===== src/hdl/hcp_pkg.sv =====
// Shared constants and types for the Hermite curve point pipeline.
package hcp_pkg;

  localparam int T_FRAC_BITS_DEF = 16;
  localparam int COORD_WIDTH_DEF = 16;

  localparam int CFG_INDEX_WIDTH = 4;
  localparam int NUM_TERMS       = 4;

  // configuration register indexes
  localparam logic [CFG_INDEX_WIDTH-1:0] REG_START_X     = 4'd0;
  localparam logic [CFG_INDEX_WIDTH-1:0] REG_START_Y     = 4'd1;
  localparam logic [CFG_INDEX_WIDTH-1:0] REG_END_X       = 4'd2;
  localparam logic [CFG_INDEX_WIDTH-1:0] REG_END_Y       = 4'd3;
  localparam logic [CFG_INDEX_WIDTH-1:0] REG_START_TAN_X = 4'd4;
  localparam logic [CFG_INDEX_WIDTH-1:0] REG_START_TAN_Y = 4'd5;
  localparam logic [CFG_INDEX_WIDTH-1:0] REG_END_TAN_X   = 4'd6;
  localparam logic [CFG_INDEX_WIDTH-1:0] REG_END_TAN_Y   = 4'd7;

  // basis term slots: start point, end point, start tangent, end tangent
  localparam int TERM_START     = 0;
  localparam int TERM_END       = 1;
  localparam int TERM_START_TAN = 2;
  localparam int TERM_END_TAN   = 3;

  // pipeline stages
  localparam int ST_SQUARE = 0;
  localparam int ST_CUBE   = 1;
  localparam int ST_WEIGHT = 2;
  localparam int ST_PROD   = 3;
  localparam int ST_SUM    = 4;
  localparam int ST_OUT    = 5;
  localparam int NUM_STAGES = 6;

  typedef struct packed {
    logic [NUM_STAGES-1:0] load;
  } pipe_ctrl_t;

endpackage


===== src/hdl/hcp_axis.sv =====
// One coordinate: weighted products, sum, truncate toward zero, saturate.
module hcp_axis #(
  parameter int T_FRAC_BITS = hcp_pkg::T_FRAC_BITS_DEF,
  parameter int COORD_WIDTH = hcp_pkg::COORD_WIDTH_DEF,
  parameter int HW          = T_FRAC_BITS + 4
) (
  input  logic                        clk,
  input  hcp_pkg::pipe_ctrl_t         ctrl,
  input  logic signed [HW-1:0]        h    [hcp_pkg::NUM_TERMS],
  input  logic signed [COORD_WIDTH-1:0] coef [hcp_pkg::NUM_TERMS],
  output logic signed [COORD_WIDTH-1:0] coord,
  output logic                        clip
);
  import hcp_pkg::*;

  localparam int PW = HW + COORD_WIDTH;
  localparam int SW = PW + 2;
  localparam int QW = SW - T_FRAC_BITS;

  localparam logic signed [COORD_WIDTH-1:0] C_MAX = {1'b0, {(COORD_WIDTH-1){1'b1}}};
  localparam logic signed [COORD_WIDTH-1:0] C_MIN = {1'b1, {(COORD_WIDTH-1){1'b0}}};

  logic signed [PW-1:0] hx [NUM_TERMS];
  logic signed [PW-1:0] cx [NUM_TERMS];
  logic signed [PW-1:0] prod [NUM_TERMS];
  logic signed [SW-1:0] sum_next;
  logic signed [SW-1:0] sum;
  logic signed [QW-1:0] quo;
  logic signed [QW-1:0] quo_fix;
  logic                 in_range;
  logic signed [COORD_WIDTH-1:0] coord_next;

  always_comb begin
    for (int k = 0; k < NUM_TERMS; k++) begin
      hx[k] = PW'(h[k]);
      cx[k] = PW'(coef[k]);
    end
  end

  always_ff @(posedge clk) begin
    if (ctrl.load[ST_PROD]) begin
      for (int k = 0; k < NUM_TERMS; k++) begin
        prod[k] <= hx[k] * cx[k];
      end
    end
  end

  always_comb begin
    sum_next = '0;
    for (int k = 0; k < NUM_TERMS; k++) begin
      sum_next = sum_next + SW'(prod[k]);
    end
  end

  always_ff @(posedge clk) begin
    if (ctrl.load[ST_SUM]) begin
      sum <= sum_next;
    end
  end

  // floor shift, then bump negatives with a nonzero fraction toward zero
  assign quo     = sum[SW-1:T_FRAC_BITS];
  assign quo_fix = (sum[SW-1] && (|sum[T_FRAC_BITS-1:0])) ? quo + QW'(1) : quo;

  assign in_range = (&quo_fix[QW-1:COORD_WIDTH-1]) || !(|quo_fix[QW-1:COORD_WIDTH-1]);

  always_comb begin
    if (in_range) begin
      coord_next = quo_fix[COORD_WIDTH-1:0];
    end else if (quo_fix[QW-1]) begin
      coord_next = C_MIN;
    end else begin
      coord_next = C_MAX;
    end
  end

  always_ff @(posedge clk) begin
    if (ctrl.load[ST_OUT]) begin
      coord <= coord_next;
      clip  <= !in_range;
    end
  end

endmodule


===== config.mk =====
export PLATFORM = sky130hd
export DESIGN_NAME = hcp_axis
export DESIGN_NICKNAME = d
export VERILOG_FILES = /design/src/hdl/hcp_pkg.sv /design/src/hdl/hcp_axis.sv
export SDC_FILE = /design/constraint.sdc
export NUM_CORES = 2
export LEC_CHECK = 0
export ABC_AREA = 1
export BUFFER_PORTS_ARGS = -buffer_cell sky130_fd_sc_hd__buf_4
export CORE_ASPECT_RATIO = 1.2
export CORE_UTILIZATION = 60
export CTS_CLUSTER_DIAMETER = 30
export DETAILED_ROUTE_END_ITERATION = 8
export GPL_TIMING_DRIVEN = 0
export PLACE_DENSITY = 0.79
export SYNTH_ARGS = -nofsm -noshare
export SYNTH_HDL_FRONTEND = slang
export SYNTH_SLANG_ARGS = --single-unit

===== constraint.sdc =====
create_clock -name clk -period 5.9 [get_ports clk]
set_input_delay 0.885 -clock clk [delete_from_list [all_inputs] [get_ports clk]]
set_output_delay 0.885 -clock clk [all_outputs]
set_load 0.005 [all_outputs]

# Word-level counts from Yosys, hierarchy flattened
# Memories as Yosys holds them, arrays and structs flattened.
# Cells that the tools add are included.
# word_totals
regBits,55
ramBits,144
in_bits,151
out_inout_bits,17
word_cells,24
mem_count,1
# op_classes
addsub,4
n_mul,4
muxes,5
reduce_logical,7
# memory_table
memory,words,word_bits,read_ports,rd_clocked_by_memory_dff,wr,line,text
prod,4,36,4,0,4,hcp_axis.sv:25,logic signed [PW-1:0] prod [NUM_TERMS];
# ops
operator,n
20-bit by 16-bit multiplier with 36-bit output,4
37-bit by 36-bit adder with 38-bit output,1
38-bit by 36-bit adder with 38-bit output,1
36-bit by 36-bit adder with 37-bit output,1
16-bit two-way mux,2
"22-bit by 2-bit adder with 22-bit output, second input constant",1
22-bit two-way mux,1
16-bit OR reduction,1
7-bit AND reduction,1
7-bit OR reduction,1
1-bit zero test,2
1-bit two-way mux,2
1-bit logical AND,1
1-bit logical OR,1

# Logic depth before layout (Yosys ltp)
# logic_depth
depth_word,7
depth_mapped,28
mapped_depth_nobuf,26

# Worst setup path after synthesis
# OpenSTA, ideal clock, no wires.
# synth_path
path_kind,input to register
from,input port h[7] in the netlist's numbering
to,"memory prod[3][24] in the netlist's numbering, data pin"
setup_time_ns,0.253
arrival_ns,6.037
setup_slack_ns,-0.390
stages,24
path_buffers,2
path_cell_list,clkbuf_1 clkbuf_1 nand2_1 fa_1 inv_1 fa_1 inv_1 fa_1 inv_1 fa_1 fa_1 inv_1 fa_1 inv_1 ha_1 nand2_1 nor2_1 nand4_1 o21ai_0 a21oi_1 o21bai_1 nand2_1 inv_1 nor2_1
# synth_rtl
item,line,text
"start, declared",hcp_axis.sv:9,"input logic signed [HW-1:0] h [hcp_pkg::NUM_TERMS],"
"end, declared",hcp_axis.sv:25,

==> run summary <==
period utilization - 0.9917
Seq. cell area - 5976 um^2
Syn. warnings - 0
Seq/Total Area, Yosys - 0.09997
pin count of the biggest net entering global routing - 80
Post-Syn Area - 59780 um^2
gr usage total - 0.3345
Worst Setup End Kind - flip-flop
Synth area leaders - fa_1 (45%), inv_1 (14%), nand2_1 (11%)
Final Hold Fails - 0
asr flop ratio synth - 0
number of synthesized flops with an enable pin - 199
crit path DAT - 6.06 ns
GR Overflow Total - 0
Worst EP required - 6.11 ns
most common cell in the netlist - inv_1
max_cap viols - 0
crit-path cells - clkbuf_2 > buf_4 > nand2_1 > fa_1 > fa_1 > inv_1 > fa_1 > fa_2 > fa_1 > inv_1 > fa_2 > inv_1 > ha_4 > nand2_4 > nor2_4 > nand4_1 > o21ai_2 > a21oi_2 > o21bai_1 > nand2_1 > inv_1 > nor2_1
Inserted Clock Buffers - 17
gpl congestion - 0.9779
fraction of layout cells with a size suffix above 1 - 0.1251
hold depth - 1
Unique masters post-synth - 39
Max Fclk - 170.9 MHz
final setup fails - 0
CP Class - in -> reg
DRC Markers - 0
Final Net Count - 9302
Clock Tree Root - clkbuf_16
synthesized net count - 9103
CP startpoint kind - input port
Starting Density - 0.6067
Detailed Place HPWL - 139600 um
# port buffers - 46
Routed WL - 168100 um
die height - 347.8 um
FP Rows - 126
Detailed Route Iter0 Violations - 4042
antenna viol nets, final - 0
critical path's largest stage delay - 0.59 ns
Clock Latency Late Sink - 0.45 ns
hold endpoint - sum[0]$_DFFE_PP_
wire per inst - 19.31 um
initial antenna violation count - 3
CTS Hold Bufs - 0
depth of the most critical reg-to-reg path - 15
Mean Syn Cell Area - 8.292 um^2
Crit Path Max Fanout - 10
relative slew slack - 0.4804
status - finished clean
Main synth FF type - edfxtp_1
htree depth - 4
RSZ-0062 raised after global routing - yes
R2R Setup Slk - 1.50 ns
fillers - 7710
Die Area - 100900 um^2
Layout Utilization - 0.6811
number of I/O pins - 168
r2r endpoint - sum[33]$_DFFE_PP_
Final Skew - 0.01241 ns
share of the synthesized area in the top cell type - 0.4504
Num Clock Sinks - 199
Final TNS setup - 0 ns
minimum clock period - 5.851 ns
1st-pass router iterations - 8
Worst Tran Pin Value - 0.7795 ns
worst hold-check path type - reg -> reg
first-pass GRT wire length - 260100 um
vias in the first global route - 49460
hold_sp - prod[1][0]$_DFFE_PP_
area of the multi-input gates - 46700 um^2
area grow syn2layout - 12.27%
CTS clock-pin slew for the worst setup and hold paths - 0.07 ns
cell taking the most area after synthesis - fa_1
CTS Buffer Depth - 2
area of the core - 98530 um^2
slowest cell on the critical path - fa_2
synthesized instance count - 7209
detailed-route via count - 47500
Die X - 290.1 um
fin. max-slew vios - 0
TritonCTS clock tree - done
worst r2r src - prod[2][1]$_DFFE_PP_
register bit total from synthesis - 199
Via density - 5.459
synth cell count leaders - inv_1 (2188), nand2_1 (1689), fa_1 (1345)
==> worst max-delay path: cells and delay by family <==
family,cells,cell delay (ns)
buffers and inverters,6,0.69
adder cells (fa/ha/maj),7,3.32
AO/OA/AOI/OAI,3,0.58
AND/OR/NAND/NOR,6,0.57
==> cell type report <==
type | count | area share
multi-input cells | 4550 | 0.6958
inverters | 2190 | 0.1225
flip-flops and latches | 199 | 0.08904
plain buffers | 268 | 0.03619
well taps | 1280 | 0.02386
repair buffers | 182 | 0.02384
clock buffers | 18 | 0.006395
clock inverters | 14 | 0.002312
diodes | 1 | 0.00003729
==> kinds of logic (layout without fill, tap and decap cells) <==
group | after synthesis | in the layout | synth area share
AO/OA/AOI/OAI | 410 | 410 | 0.03849
AND/OR/NAND/NOR | 2206 | 2206 | 0.1449
other | 0 | 1 | 0
buffers and inverters | 2460 | 2672 | 0.1549
adder cells (fa/ha/maj) | 1743 | 1743 | 0.5337
XOR/XNOR | 191 | 191 | 0.02798
flip-flops | 199 | 199 | 0.09997
==> sequential cells by signal, summed over array words and instances (netlist names) <==
register and cells:
sum 38, prod 144, coord 16, clip 1
==> timing repair <==
| action | in CTS | in global routing |
|---|---|---|
| setup buffers | 32 | 95 |
| gates resized for setup | 371 | 728 |
| endpoints found under the setup margin | 93 | 77 |
| gates cloned | 1 | 7 |
| pin swaps | 44 | 198 |
==> routing by layer <==
metal / vias to the layer above / track usage / wire (um)
li1: 20980 / - / -
met1: 23540 / 0.4148 / 60850
met2: 2351 / 0.5688 / 83020
met3: 628 / 0.04686 / 13210
met4: 4 / 0.1800 / 10960
met5: - / 0 / 20
==> how the worst max path moves through the flow <==
stage / to / from / slack [ns] / cells after the start
floorplan: prod[3][24]$_DFFE_PP_ / h[7] / -0.02 / 24
global placement: prod[2][34]$_DFFE_PP_ / h[21] / -1.07 / 22
detailed placement: prod[2][31]$_DFFE_PP_ / h[21] / -1.08 / 19
CTS: prod[0][33]$_DFFE_PP_ / h[67] / -0.03 / 22
global route: prod[3][35]$_DFFE_PP_ / h[19] / -0.11 / 24
finish: prod[3][25]$_DFFE_PP_ / h[1] / 0.05 / 22
==> cells in the final DEF, fill, tap and decap left out, types with 10 or more instances in the layout <==
master and count:
edfxtp_1 199, nand3_1 67, or2_2 20, clkbuf_2 73, nand2_2 52, a21oi_1 134, nor2_2 36, fa_2 54
buf_6 44, inv_1 2153, ha_2 27, ha_1 312, nor2_1 279, ha_4 59, buf_8 44, inv_2 36
a21oi_4 11, clkbuf_4 35, a21oi_2 50, clkbuf_16 31, o21ai_0 65, clkbuf_1 10, o21ai_1 34, buf_12 10
xor2_1 111, nor3_1 17, fa_1 1291, a21o_1 27, a31oi_1 14, nand4_1 38, o21ai_2 14, buf_2 20
nor2_4 10, xnor2_1 69, nand2_4 15, nand2_1 1626, nand3_2 11, buf_4 195, o21bai_1 11
==> metrics by stage <==
step / worst slack (ns) / hold WS, ns / std cells / instance area [um^2]
after CTS: -0.02895 / 0.5607 / 8600 / 64270
after global placement: -1.075 / 0.5406 / 8535 / 62220
after global routing: -0.1126 / 0.5815 / 8701 / 67110
final: 0.04875 / 0.5611 / 8702 / 67110
after detailed placement: -1.076 / 0.5481 / 8536 / 62260
after floorplan: -0.02031 / 0.5256 / 7209 / 60280
Power is left out: the tool's default activity adds up to more than one toggle a clock period on the data nets, which glitch-free logic cannot reach.
