[src/hdl/hcp_pkg.sv]
// Shared constants and types for the Hermite curve point pipeline.
package hcp_pkg;

  localparam int T_FRAC_BITS_DEF = 16;
  localparam int COORD_WIDTH_DEF = 16;

  localparam int CFG_INDEX_WIDTH = 4;
  localparam int NUM_TERMS       = 4;

  // configuration register indexes
  localparam logic [CFG_INDEX_WIDTH-1:0] REG_START_X     = 4'd0;
  localparam logic [CFG_INDEX_WIDTH-1:0] REG_START_Y     = 4'd1;
  localparam logic [CFG_INDEX_WIDTH-1:0] REG_END_X       = 4'd2;
  localparam logic [CFG_INDEX_WIDTH-1:0] REG_END_Y       = 4'd3;
  localparam logic [CFG_INDEX_WIDTH-1:0] REG_START_TAN_X = 4'd4;
  localparam logic [CFG_INDEX_WIDTH-1:0] REG_START_TAN_Y = 4'd5;
  localparam logic [CFG_INDEX_WIDTH-1:0] REG_END_TAN_X   = 4'd6;
  localparam logic [CFG_INDEX_WIDTH-1:0] REG_END_TAN_Y   = 4'd7;

  // basis term slots: start point, end point, start tangent, end tangent
  localparam int TERM_START     = 0;
  localparam int TERM_END       = 1;
  localparam int TERM_START_TAN = 2;
  localparam int TERM_END_TAN   = 3;

  // pipeline stages
  localparam int ST_SQUARE = 0;
  localparam int ST_CUBE   = 1;
  localparam int ST_WEIGHT = 2;
  localparam int ST_PROD   = 3;
  localparam int ST_SUM    = 4;
  localparam int ST_OUT    = 5;
  localparam int NUM_STAGES = 6;

  typedef struct packed {
    logic [NUM_STAGES-1:0] load;
  } pipe_ctrl_t;

endpackage

[src/hdl/hcp_basis.sv]
// Powers of t and the four Hermite basis weights, three register stages.
module hcp_basis #(
  parameter int T_FRAC_BITS = hcp_pkg::T_FRAC_BITS_DEF,
  parameter int HW          = T_FRAC_BITS + 4
) (
  input  logic                      clk,
  input  hcp_pkg::pipe_ctrl_t       ctrl,
  input  logic [T_FRAC_BITS:0]      t_param,
  output logic signed [HW-1:0]      h [hcp_pkg::NUM_TERMS]
);
  import hcp_pkg::*;

  localparam int TW = T_FRAC_BITS + 1;
  localparam logic [TW-1:0] T_ONE = {1'b1, {T_FRAC_BITS{1'b0}}};

  logic [TW-1:0]   t_clamp;
  logic [2*TW-1:0] sq_full;
  logic [2*TW-1:0] cube_full;

  logic [TW-1:0] t1, q1;
  logic [TW-1:0] t2, q2, c2;

  logic signed [HW-1:0] s_e, q_e, c_e, one_e;
  logic signed [HW-1:0] h_next [NUM_TERMS];

  // values above 1.0 evaluate at 1.0
  assign t_clamp  = (t_param > T_ONE) ? T_ONE : t_param;
  assign sq_full  = {{TW{1'b0}}, t_clamp} * {{TW{1'b0}}, t_clamp};

  always_ff @(posedge clk) begin
    if (ctrl.load[ST_SQUARE]) begin
      t1 <= t_clamp;
      q1 <= sq_full[T_FRAC_BITS +: TW];
    end
  end

  assign cube_full = {{TW{1'b0}}, q1} * {{TW{1'b0}}, t1};

  always_ff @(posedge clk) begin
    if (ctrl.load[ST_CUBE]) begin
      t2 <= t1;
      q2 <= q1;
      c2 <= cube_full[T_FRAC_BITS +: TW];
    end
  end

  assign s_e   = signed'({3'b000, t2});
  assign q_e   = signed'({3'b000, q2});
  assign c_e   = signed'({3'b000, c2});
  assign one_e = signed'({3'b000, T_ONE});

  always_comb begin
    h_next[TERM_START]     = (c_e <<< 1) - (q_e + (q_e <<< 1)) + one_e;
    h_next[TERM_END]       = (q_e + (q_e <<< 1)) - (c_e <<< 1);
    h_next[TERM_START_TAN] = c_e - (q_e <<< 1) + s_e;
    h_next[TERM_END_TAN]   = c_e - q_e;
  end

  always_ff @(posedge clk) begin
    if (ctrl.load[ST_WEIGHT]) begin
      for (int k = 0; k < NUM_TERMS; k++) begin
        h[k] <= h_next[k];
      end
    end
  end

endmodule

[config.mk]
export PLATFORM = sky130hd
export DESIGN_NAME = hcp_basis
export DESIGN_NICKNAME = d
export VERILOG_FILES = /design/src/hdl/hcp_pkg.sv /design/src/hdl/hcp_basis.sv
export SDC_FILE = /design/constraint.sdc
export NUM_CORES = 1
export LEC_CHECK = 0
export BUFFER_PORTS_ARGS = -buffer_cell sky130_fd_sc_hd__buf_2
export CAP_MARGIN = 15
export CORE_MARGIN = 5
export CORE_UTILIZATION = 49
export CTS_CLUSTER_SIZE = 30
export DETAILED_ROUTE_END_ITERATION = 16
export HOLD_SLACK_MARGIN = 0.06
export PLACE_DENSITY = 0.66
export SETUP_SLACK_MARGIN = 0.2
export SYNTH_ARGS = -nofsm -noshare
export SYNTH_HDL_FRONTEND = slang
export SYNTH_SLANG_ARGS = --single-unit
[constraint.sdc]
create_clock -name clk -period 9.6 [get_ports clk]
set_input_delay 0.96 -clock clk [delete_from_list [all_inputs] [get_ports clk]]
set_output_delay 0.96 -clock clk [all_outputs]
set_load 0.1 [all_outputs]
## Yosys cells after proc, flatten, opt, wreduce, memory -nomap -nowiden

Cells that the tools add are included.
W data, S select, Z words.

| operators by class | value |
|---|---|
| $add $sub $neg | 7 |
| $mul | 2 |
| $lt $le $gt $ge | 1 |
| mux-type cells | 1 |

Operators with widths:

| operator | count |
|---|---|
| $mul A17 B17 Y33 | 2 |
| $add A19 B18 Y20 | 1 |
| $add A20 B18 Y20 const B | 1 |
| $sub A19 B18 Y20 | 1 |
| $sub A19 B20 Y20 | 1 |
| $add A17 B18 Y19 | 1 |
| $sub A17 B18 Y19 | 1 |
| $sub A17 B17 Y18 | 1 |
| $gt A17 B17 Y1 const B | 1 |
| $mux W17 | 1 |

| word-level totals | value |
|---|---|
| register bits | 165 |
| input bits | 24 |
| output and inout bits | 80 |
| logic and storage cells | 20 |

## Longest topological paths before layout

Gate-level depths: netlist of the first run.

| logic depth | value |
|---|---|
| depth in word-level cells | 3 |
| depth in mapped cells | 29 |
| gate-level depth less buffers | 27 |

## Worst setup path before layout of the first run

No wires, ideal clock.

| timing | value |
|---|---|
| path kind | input to register |
| from | input port t_param[4] |
| to | register q1[15] (data pin) |
| setup time | 0.258 ns |
| arrival time | 7.181 ns |
| required time | 9.342 ns |
| slack | 2.162 ns |
| cell stages on the path | 29 |
| buffers on the path | 2 |
| cell sequence | clkbuf_1 > nor4_1 > nand4_1 > nand2_1 > and2_1 > clkbuf_1 > nand2_1 > fa_1 > inv_1 > fa_1 > inv_1 > fa_1 > inv_1 > fa_1 > fa_1 > inv_1 > fa_1 > inv_1 > ha_1 > a21oi_1 > o21ai_0 > nor3b_2 > a2bb2oi_2 > a221oi_4 > o31ai_2 > a221oi_2 > nand2b_1 > a21oi_2 > xnor2_1 |

| between the ends | value |
|---|---|
| cells in the longest elaborated chain, start to end | 3 |

Ends and longest elaborated chain:

| what | line | text |
|---|---|---|
| from (decl) | hcp_basis.sv:8 | `input logic [T_FRAC_BITS:0] t_param,` |
| $gt A17 B17 Y1 | hcp_basis.sv:27 | `assign t_clamp = (t_param > T_ONE) ? T_ONE : t_param;` |
| $mux W17 | hcp_basis.sv:27 |  |
| named net t_clamp[8] | hcp_basis.sv:16 | `logic [TW-1:0] t_clamp;` |
| $mul A17 B17 Y33 | hcp_basis.sv:28 | `assign sq_full = {{TW{1'b0}}, t_clamp} * {{TW{1'b0}}, t_clamp};` |
| named net sq_full[31] | hcp_basis.sv:17 | `logic [2*TW-1:0] sq_full;` |
| to (signal assigned) | hcp_basis.sv:33 | `q1 <= sq_full[T_FRAC_BITS +: TW];` |
| to (decl) | hcp_basis.sv:20 | `logic [TW-1:0] t1, q1;` |

The timed path passes the listed nets, and every way through them passes these cells.
A chain may end at the register's enable or synchronous reset.

## Worst setup path after layout of the first run

| timing | value |
|---|---|
| from | input port t_param[0] |
| to | register q1[15] (data pin) |

| between the ends | value |
|---|---|
| cells in the longest elaborated chain, start to end | 3 |

Ends and longest elaborated chain:

| what | line |
|---|---|
| $gt A17 B17 Y1 | hcp_basis.sv:27 |
| $mux W17 (*) | hcp_basis.sv:27 |
| $mul A17 B17 Y33 (*) | hcp_basis.sv:28 |
| named net sq_full[31] | hcp_basis.sv:17 |

The timed path passes the listed nets; every way through them passes the cells marked *.

==> flow_metrics.py, run 1 <==
metrics = {
    "final_layout": {
        "nNetsFinal": 3499,
        "final_cell_mix": "inv_1 (605), fa_1 (415), ha_1 (321)",
        "seqCellArea_um2": 4860,
        "drive_above_1_share_pct": 5.96,
        "multi_input_area_um2": 18600,
        "area_delta_synth_final_pct": 6.98,
        "n_fill_cell": 4707,
        "mostFrequentLayoutCell": "inv_1",
    },
    "placed_design": {
        "dpl.hpwl_um": 45200,
        "dp_slack_ns": 1.23,
        "port_buffers": 100,
        "place_congestion": 0.864,
    },
    "floorplanning": {
        "die_height_um": 240,
        "core_um2": 52600,
        "io_pins": 104,
        "start_util_pct": 49.4,
        "die_w_um": 240,
        "rows": 84,
        "dieArea_um2": 57700,
    },
    "synthesis": {
        "yosysTopAreaCellShare_pct": 32.0,
        "async_flop_share_pct": 0,
        "synth_area_leader_cell": "fa_1",
        "seq_area_frac_synth_pct": 18.7,
        "synth_area_um2": 26000,
        "ys_warn_count": 0,
        "ys.flop_type": "edfxtp_1",
        "postSynthAreaPerCell_um2": 9.75,
        "synth.area.top_cells": "fa_1 (32%), edfxtp_1 (19%), ha_1 (15%)",
        "synth_edf_count": 162,
        "synth_seq_cells": 162,
        "ys_types": 68,
        "syn-instance-count": 2664,
    },
    "clock_network": {
        "numClockSinks": 162,
        "cts.htree.levels": 4,
        "cts_tree": "yes",
        "cts_root_buffer": "clkbuf_16",
        "cts.clk_slew.worst_paths_ns": 0.07,
        "cts_buffer_depth": 2,
        "cts-resized-gates": 0,
        "clock_latency_ns": 0.44,
        "post_cts_buffers": 0,
        "cts_hold_repair.buffers": 0,
        "cts_buffers": 17,
    },
    "drt": {
        "wl_per_cell_um": 16.5,
        "drt_iter0_drc": 885,
        "route.vias.total": 18000,
        "vias_per_cell": 5.23,
        "ant_nets": 0,
        "drc": 0,
        "routed_wl_um": 56900,
        "drt-pass1-iter-count": 5,
    },
    "setup_path": {
        "timing.rr.start": "q1[9]",
        "reg2reg_slack_ns": 2.40,
        "path_class": "in2reg",
        "worstReg2RegEnd": "c2[16]",
        "cp_max_fo": 14,
        "cp.arrival_ns": 8.06,
        "cp-start-kind": "input port",
        "reg2reg_depth": 23,
        "cp.required_ns": 9.79,
        "crit_path_end_kind": "flop",
    },
    "timing": {
        "slew_violations": 0,
        "fin_skew_ns": 0.0130,
        "fmax_mhz": 127,
        "layout_setup_ws_ns": 1.73,
        "tightest_slew_ns": 1.04,
        "rsz0062_at_grt": "false",
        "setup_viol": 0,
        "period_share_pct": 82.0,
        "period_minus_slack_ns": 7.87,
        "fin_tns_setup_ns": 0,
        "hold_viol_final": 0,
        "max_slew_margin_pct": 30.5,
    },
    "global_route": {
        "grt_pass1_wl_um": 95700,
        "grt_max_degree": 78,
        "antenna_found_initial": 1,
        "grtUsageTotal_pct": 20.4,
        "grt_pass1_vias": 19900,
        "grt.overflow.total": 0,
    },
    "worst_hold_path": {
        "min-delay-start": "t2[0]",
        "min_path_type": "reg2reg",
        "hold_end": "h[20]",
        "min_delay_path_depth": 1,
    },
    "run_status": {
        "status": "finished clean",
    },
    "flow_run": {
        "maxCapViolCount": 0,
    },
}
==> kinds of logic (layout without fill, tap and decap cells) <==
| family | after synthesis | in the layout | synth area share, % |
|---|---|---|---|
| muxes | 1 | 1 | 0.0434 |
| and+or+nand+nor | 672 | 672 | 12.3 |
| AOI/OAI and AO/OA | 277 | 277 | 7.10 |
| buffers and inverters | 684 | 750 | 9.93 |
| DFF | 162 | 162 | 18.7 |
| adders and majority gates | 736 | 736 | 47.5 |
| xor gates and xnor gates | 130 | 130 | 4.39 |
| other | 2 | 24 | 0.0289 |
==> stage by stage <==
step	hold slack (ns)	cell area [µm²]	util (%)	instances
6_report	0.559	27800	52.9	3440
5_1_grt	0.589	27800	52.9	3439
4_1_cts	0.560	27800	52.8	3438
3_5_place_dp	0.557	27200	51.8	3407
3_3_place_gp	0.544	27200	51.8	3407
2_1_floorplan	0.424	26000	-	2685
==> cell usage after synthesis, drive strengths merged, types with 18 or more instances <==
cell type / number
fa: 415
nor2b: 28
nor2: 85
nor3: 22
nand2: 309
o21ai: 59
and3: 18
xnor2: 93
xor2: 37
edfxtp: 162
inv: 605
a21oi: 83
clkbuf: 76
and2: 143
a21o: 33
ha: 321
==> worst max-delay path, stage by stage <==
cell and delay (ns):
buf_2 0.22, nor4_1 0.36, nand4_1 0.13, nand2_1 0.27, and2_1 0.53, nand2_1 0.16
fa_1 0.59, inv_1 0.07, fa_1 0.50, inv_1 0.05, fa_1 0.52, inv_1 0.05
fa_1 0.47, fa_1 0.49, inv_1 0.05, fa_1 0.47, inv_1 0.04, ha_1 0.32
a21oi_1 0.13, o21ai_0 0.15, nor3b_2 0.21, a2bb2oi_2 0.11, a221oi_4 0.39, o31ai_2 0.18
a221oi_2 0.27, nand2b_1 0.13, a21oi_2 0.16, xnor2_1 0.08
==> final cells by class <==
| cell class | instances | area share (%) |
|---|---|---|
| Clock buffer | 18 | 1.55 |
| Antenna cell | 1 | 0.00901 |
| Clock inverter | 13 | 0.495 |
| Timing Repair Buffer | 114 | 2.19 |
| Multi-Input combinational cell | 1839 | 67.0 |
| Sequential cell | 162 | 17.5 |
| Tap cell | 688 | 3.10 |
| Inverter | 605 | 8.18 |
==> how the worst max path moves through the flow <==
stage / slack, ns / cells after the start / from / end
after floorplan: 2.16 / 29 / t_param[4] / q1[15]
after global placement: 1.30 / 28 / t_param[1] / q1[15]
after detailed placement: 1.23 / 28 / t_param[0] / q1[15]
after CTS: 1.74 / 28 / t_param[0] / q1[15]
after global routing: 1.36 / 28 / t_param[1] / q1[15]
final: 1.73 / 28 / t_param[0] / q1[15]
==> metal layers <==
metal  track usage, %  part of all wire (%)  up-vias
met4             6.95                   3.1        0
met3             3.23                   5.7      115
met1             25.6                    42     8941
met2             36.1                    50      492
li1                 -                     -     8440
met5                0                     0        -
==> sequential cells by signal (all words and copies together), names as in the netlist <==
register / cells
q2: 17
t1: 17
t2: 17
q1: 17
c2: 17
h: 77
Power of run 1 is left out: the tool's default activity adds up to more than one toggle a clock period on the data nets, which glitch-free logic cannot reach.
==> run 2: changes to the inputs <==
Settings changed: PLACE_DENSITY 0.66 to 0.68.
Clock period 9.6 ns to 6.3 ns, I/O delays scaled along.
==> run 2 against run 1 <==
The flow now finishes with violations (negative setup slack). Clock skew decreased by 0.0025 ns. Flip-flop and latch count unchanged. Count of clock-buffer cells in the layout unchanged. Critical path depth increased by 1. Register-to-register slack got worse by 2.2 ns. Setup slack got worse by 1.9 ns. Worst hold slack improved by 0.025 ns. Die area unchanged. Non-clock buffer count increased by 248. Via count increased by 6.0%. Utilization increased by 5.1 points. Critical path type unchanged. Highest routed layer unchanged.
==> flow_metrics.py, run 2 (synthesized netlist as in run 1, its figures left out) <==
metrics = {
    "worst_hold_path": {
        "min-delay-start": "t2[0]",
        "min_path_type": "reg2reg",
    },
    "clock_network": {
        "clock_latency_ns": 0.44,
        "numClockSinks": 162,
        "cts_tree": "yes",
        "cts_buffers": 17,
        "cts.clk_slew.worst_paths_ns": 0.07,
        "cts_root_buffer": "clkbuf_16",
        "cts_buffer_depth": 2,
        "cts_hold_repair.buffers": 0,
        "cts.htree.levels": 4,
    },
    "timing": {
        "fmax_mhz": 155,
        "setup_viol": 6,
        "hold_viol_final": 0,
        "period_minus_slack_ns": 6.43,
        "rsz0062_at_grt": "true",
        "whs_ns": 0.584,
        "max_slew_margin_pct": 39.2,
        "fin_skew_ns": 0.0105,
        "tightest_slew_ns": 0.911,
        "slew_violations": 0,
        "layout_setup_ws_ns": -0.133,
        "period_share_pct": 102,
    },
    "placed_design": {
        "port_buffers": 100,
        "place_congestion": 0.900,
        "dpl.hpwl_um": 48800,
    },
    "global_route": {
        "antenna_found_initial": 2,
        "grt_max_degree": 78,
        "grtUsageTotal_pct": 20.9,
        "grt.overflow.total": 0,
        "grt_pass1_wl_um": 98800,
        "grt_pass1_vias": 20700,
    },
    "floorplanning": {
        "die_w_um": 240,
        "rows": 84,
        "io_pins": 104,
        "core_um2": 52600,
        "die_height_um": 240,
        "start_util_pct": 49.4,
        "dieArea_um2": 57700,
    },
    "final_layout": {
        "nNetsFinal": 3747,
        "drive_above_1_share_pct": 17.6,
        "area_delta_synth_final_pct": 17.3,
        "largest_register": "h",
        "final_cell_mix": "inv_1 (582), fa_1 (407), ha_1 (304)",
        "largest_reg_flops": 77,
        "mostFrequentLayoutCell": "inv_1",
    },
    "setup_path": {
        "cp_slowest_stage_delay_ns": 0.52,
        "cp_max_fo": 5,
        "timing.rr.start": "t1[2]",
        "cpMostUsedCell": "fa_1",
        "path_class": "in2reg",
        "crit_slowest_cell": "fa_1",
        "cp.arrival_ns": 6.63,
        "reg2reg_slack_ns": 0.16,
        "crit_start": "t_param[6]",
        "cp.required_ns": 6.50,
        "crit_path_end_kind": "flop",
        "cp-start-kind": "input port",
    },
    "drt": {
        "route.vias.total": 19100,
        "drt-pass1-iter-count": 5,
        "vias_per_cell": 5.17,
        "drt_iter0_drc": 943,
        "wl_per_cell_um": 16.0,
        "drc": 0,
        "routed_wl_um": 59100,
        "ant_nets": 0,
    },
    "run_status": {
        "violations": "negative setup slack",
        "status": "complete, but fails checks",
    },
    "flow_run": {
        "maxCapViolCount": 0,
    },
}
==> run 2: through the flow <==
step	cells	area (µm²)	utilization [%]	TNS (ns)	setup slack, ns
3_5_place_dp	3596	28700	54.7	-11.21	-0.914
6_report	3687	30500	58.0	-0.463	-0.133
4_1_cts	3670	30000	57.1	-0.336	-0.119
3_3_place_gp	3596	28700	54.7	-9.52	-0.815
5_1_grt	3685	30500	58.0	-2.29	-0.395
2_1_floorplan	2685	26100	-	-0.984	-0.251
==> run 2: metal layers <==
metal	up-vias	share of wire [%]	global-route usage [%]
met5	-	0	0
met4	0	2.3	5.36
met3	120	5.2	2.37
met2	564	52	38.0
met1	9460	41	26.8
li1	8926	-	-
==> run 2: cell type report <==
type | instances | area (µm²)
multi-input combinational | 1839 | 19200
antenna | 2 | 5.00
tap | 688 | 861
timing repair buffer | 362 | 2700
clock inverter | 11 | 164
fill | 4410 | 22100
inverter | 605 | 2270
sequential | 162 | 4860
clock buffer | 18 | 429
==> run 2: final timing paths <==
kind | endpoint | depth (start not counted)
setup reg to reg | c2[16] | 24
hold / removal | h[20] | 1
hold reg to reg | h[20] | 1
setup / recovery | q1[15] | 29
==> run 2: what timing repair did <==
item	4_1_cts	5_1_grt
gates resized for setup	82	91
setup buffers	45	15
setup endpoints to repair	24	23
pin swaps	53	53
==> run 2: critical path, delay by kind of cell <==
kind	cells	cell delay [ns]
compound gates	7	1.23
xor+xnor	1	0.07
fa+ha+maj	7	3.18
buf+inv	7	0.48
simple gates	7	1.05
Power of run 2 is left out for the same reason.
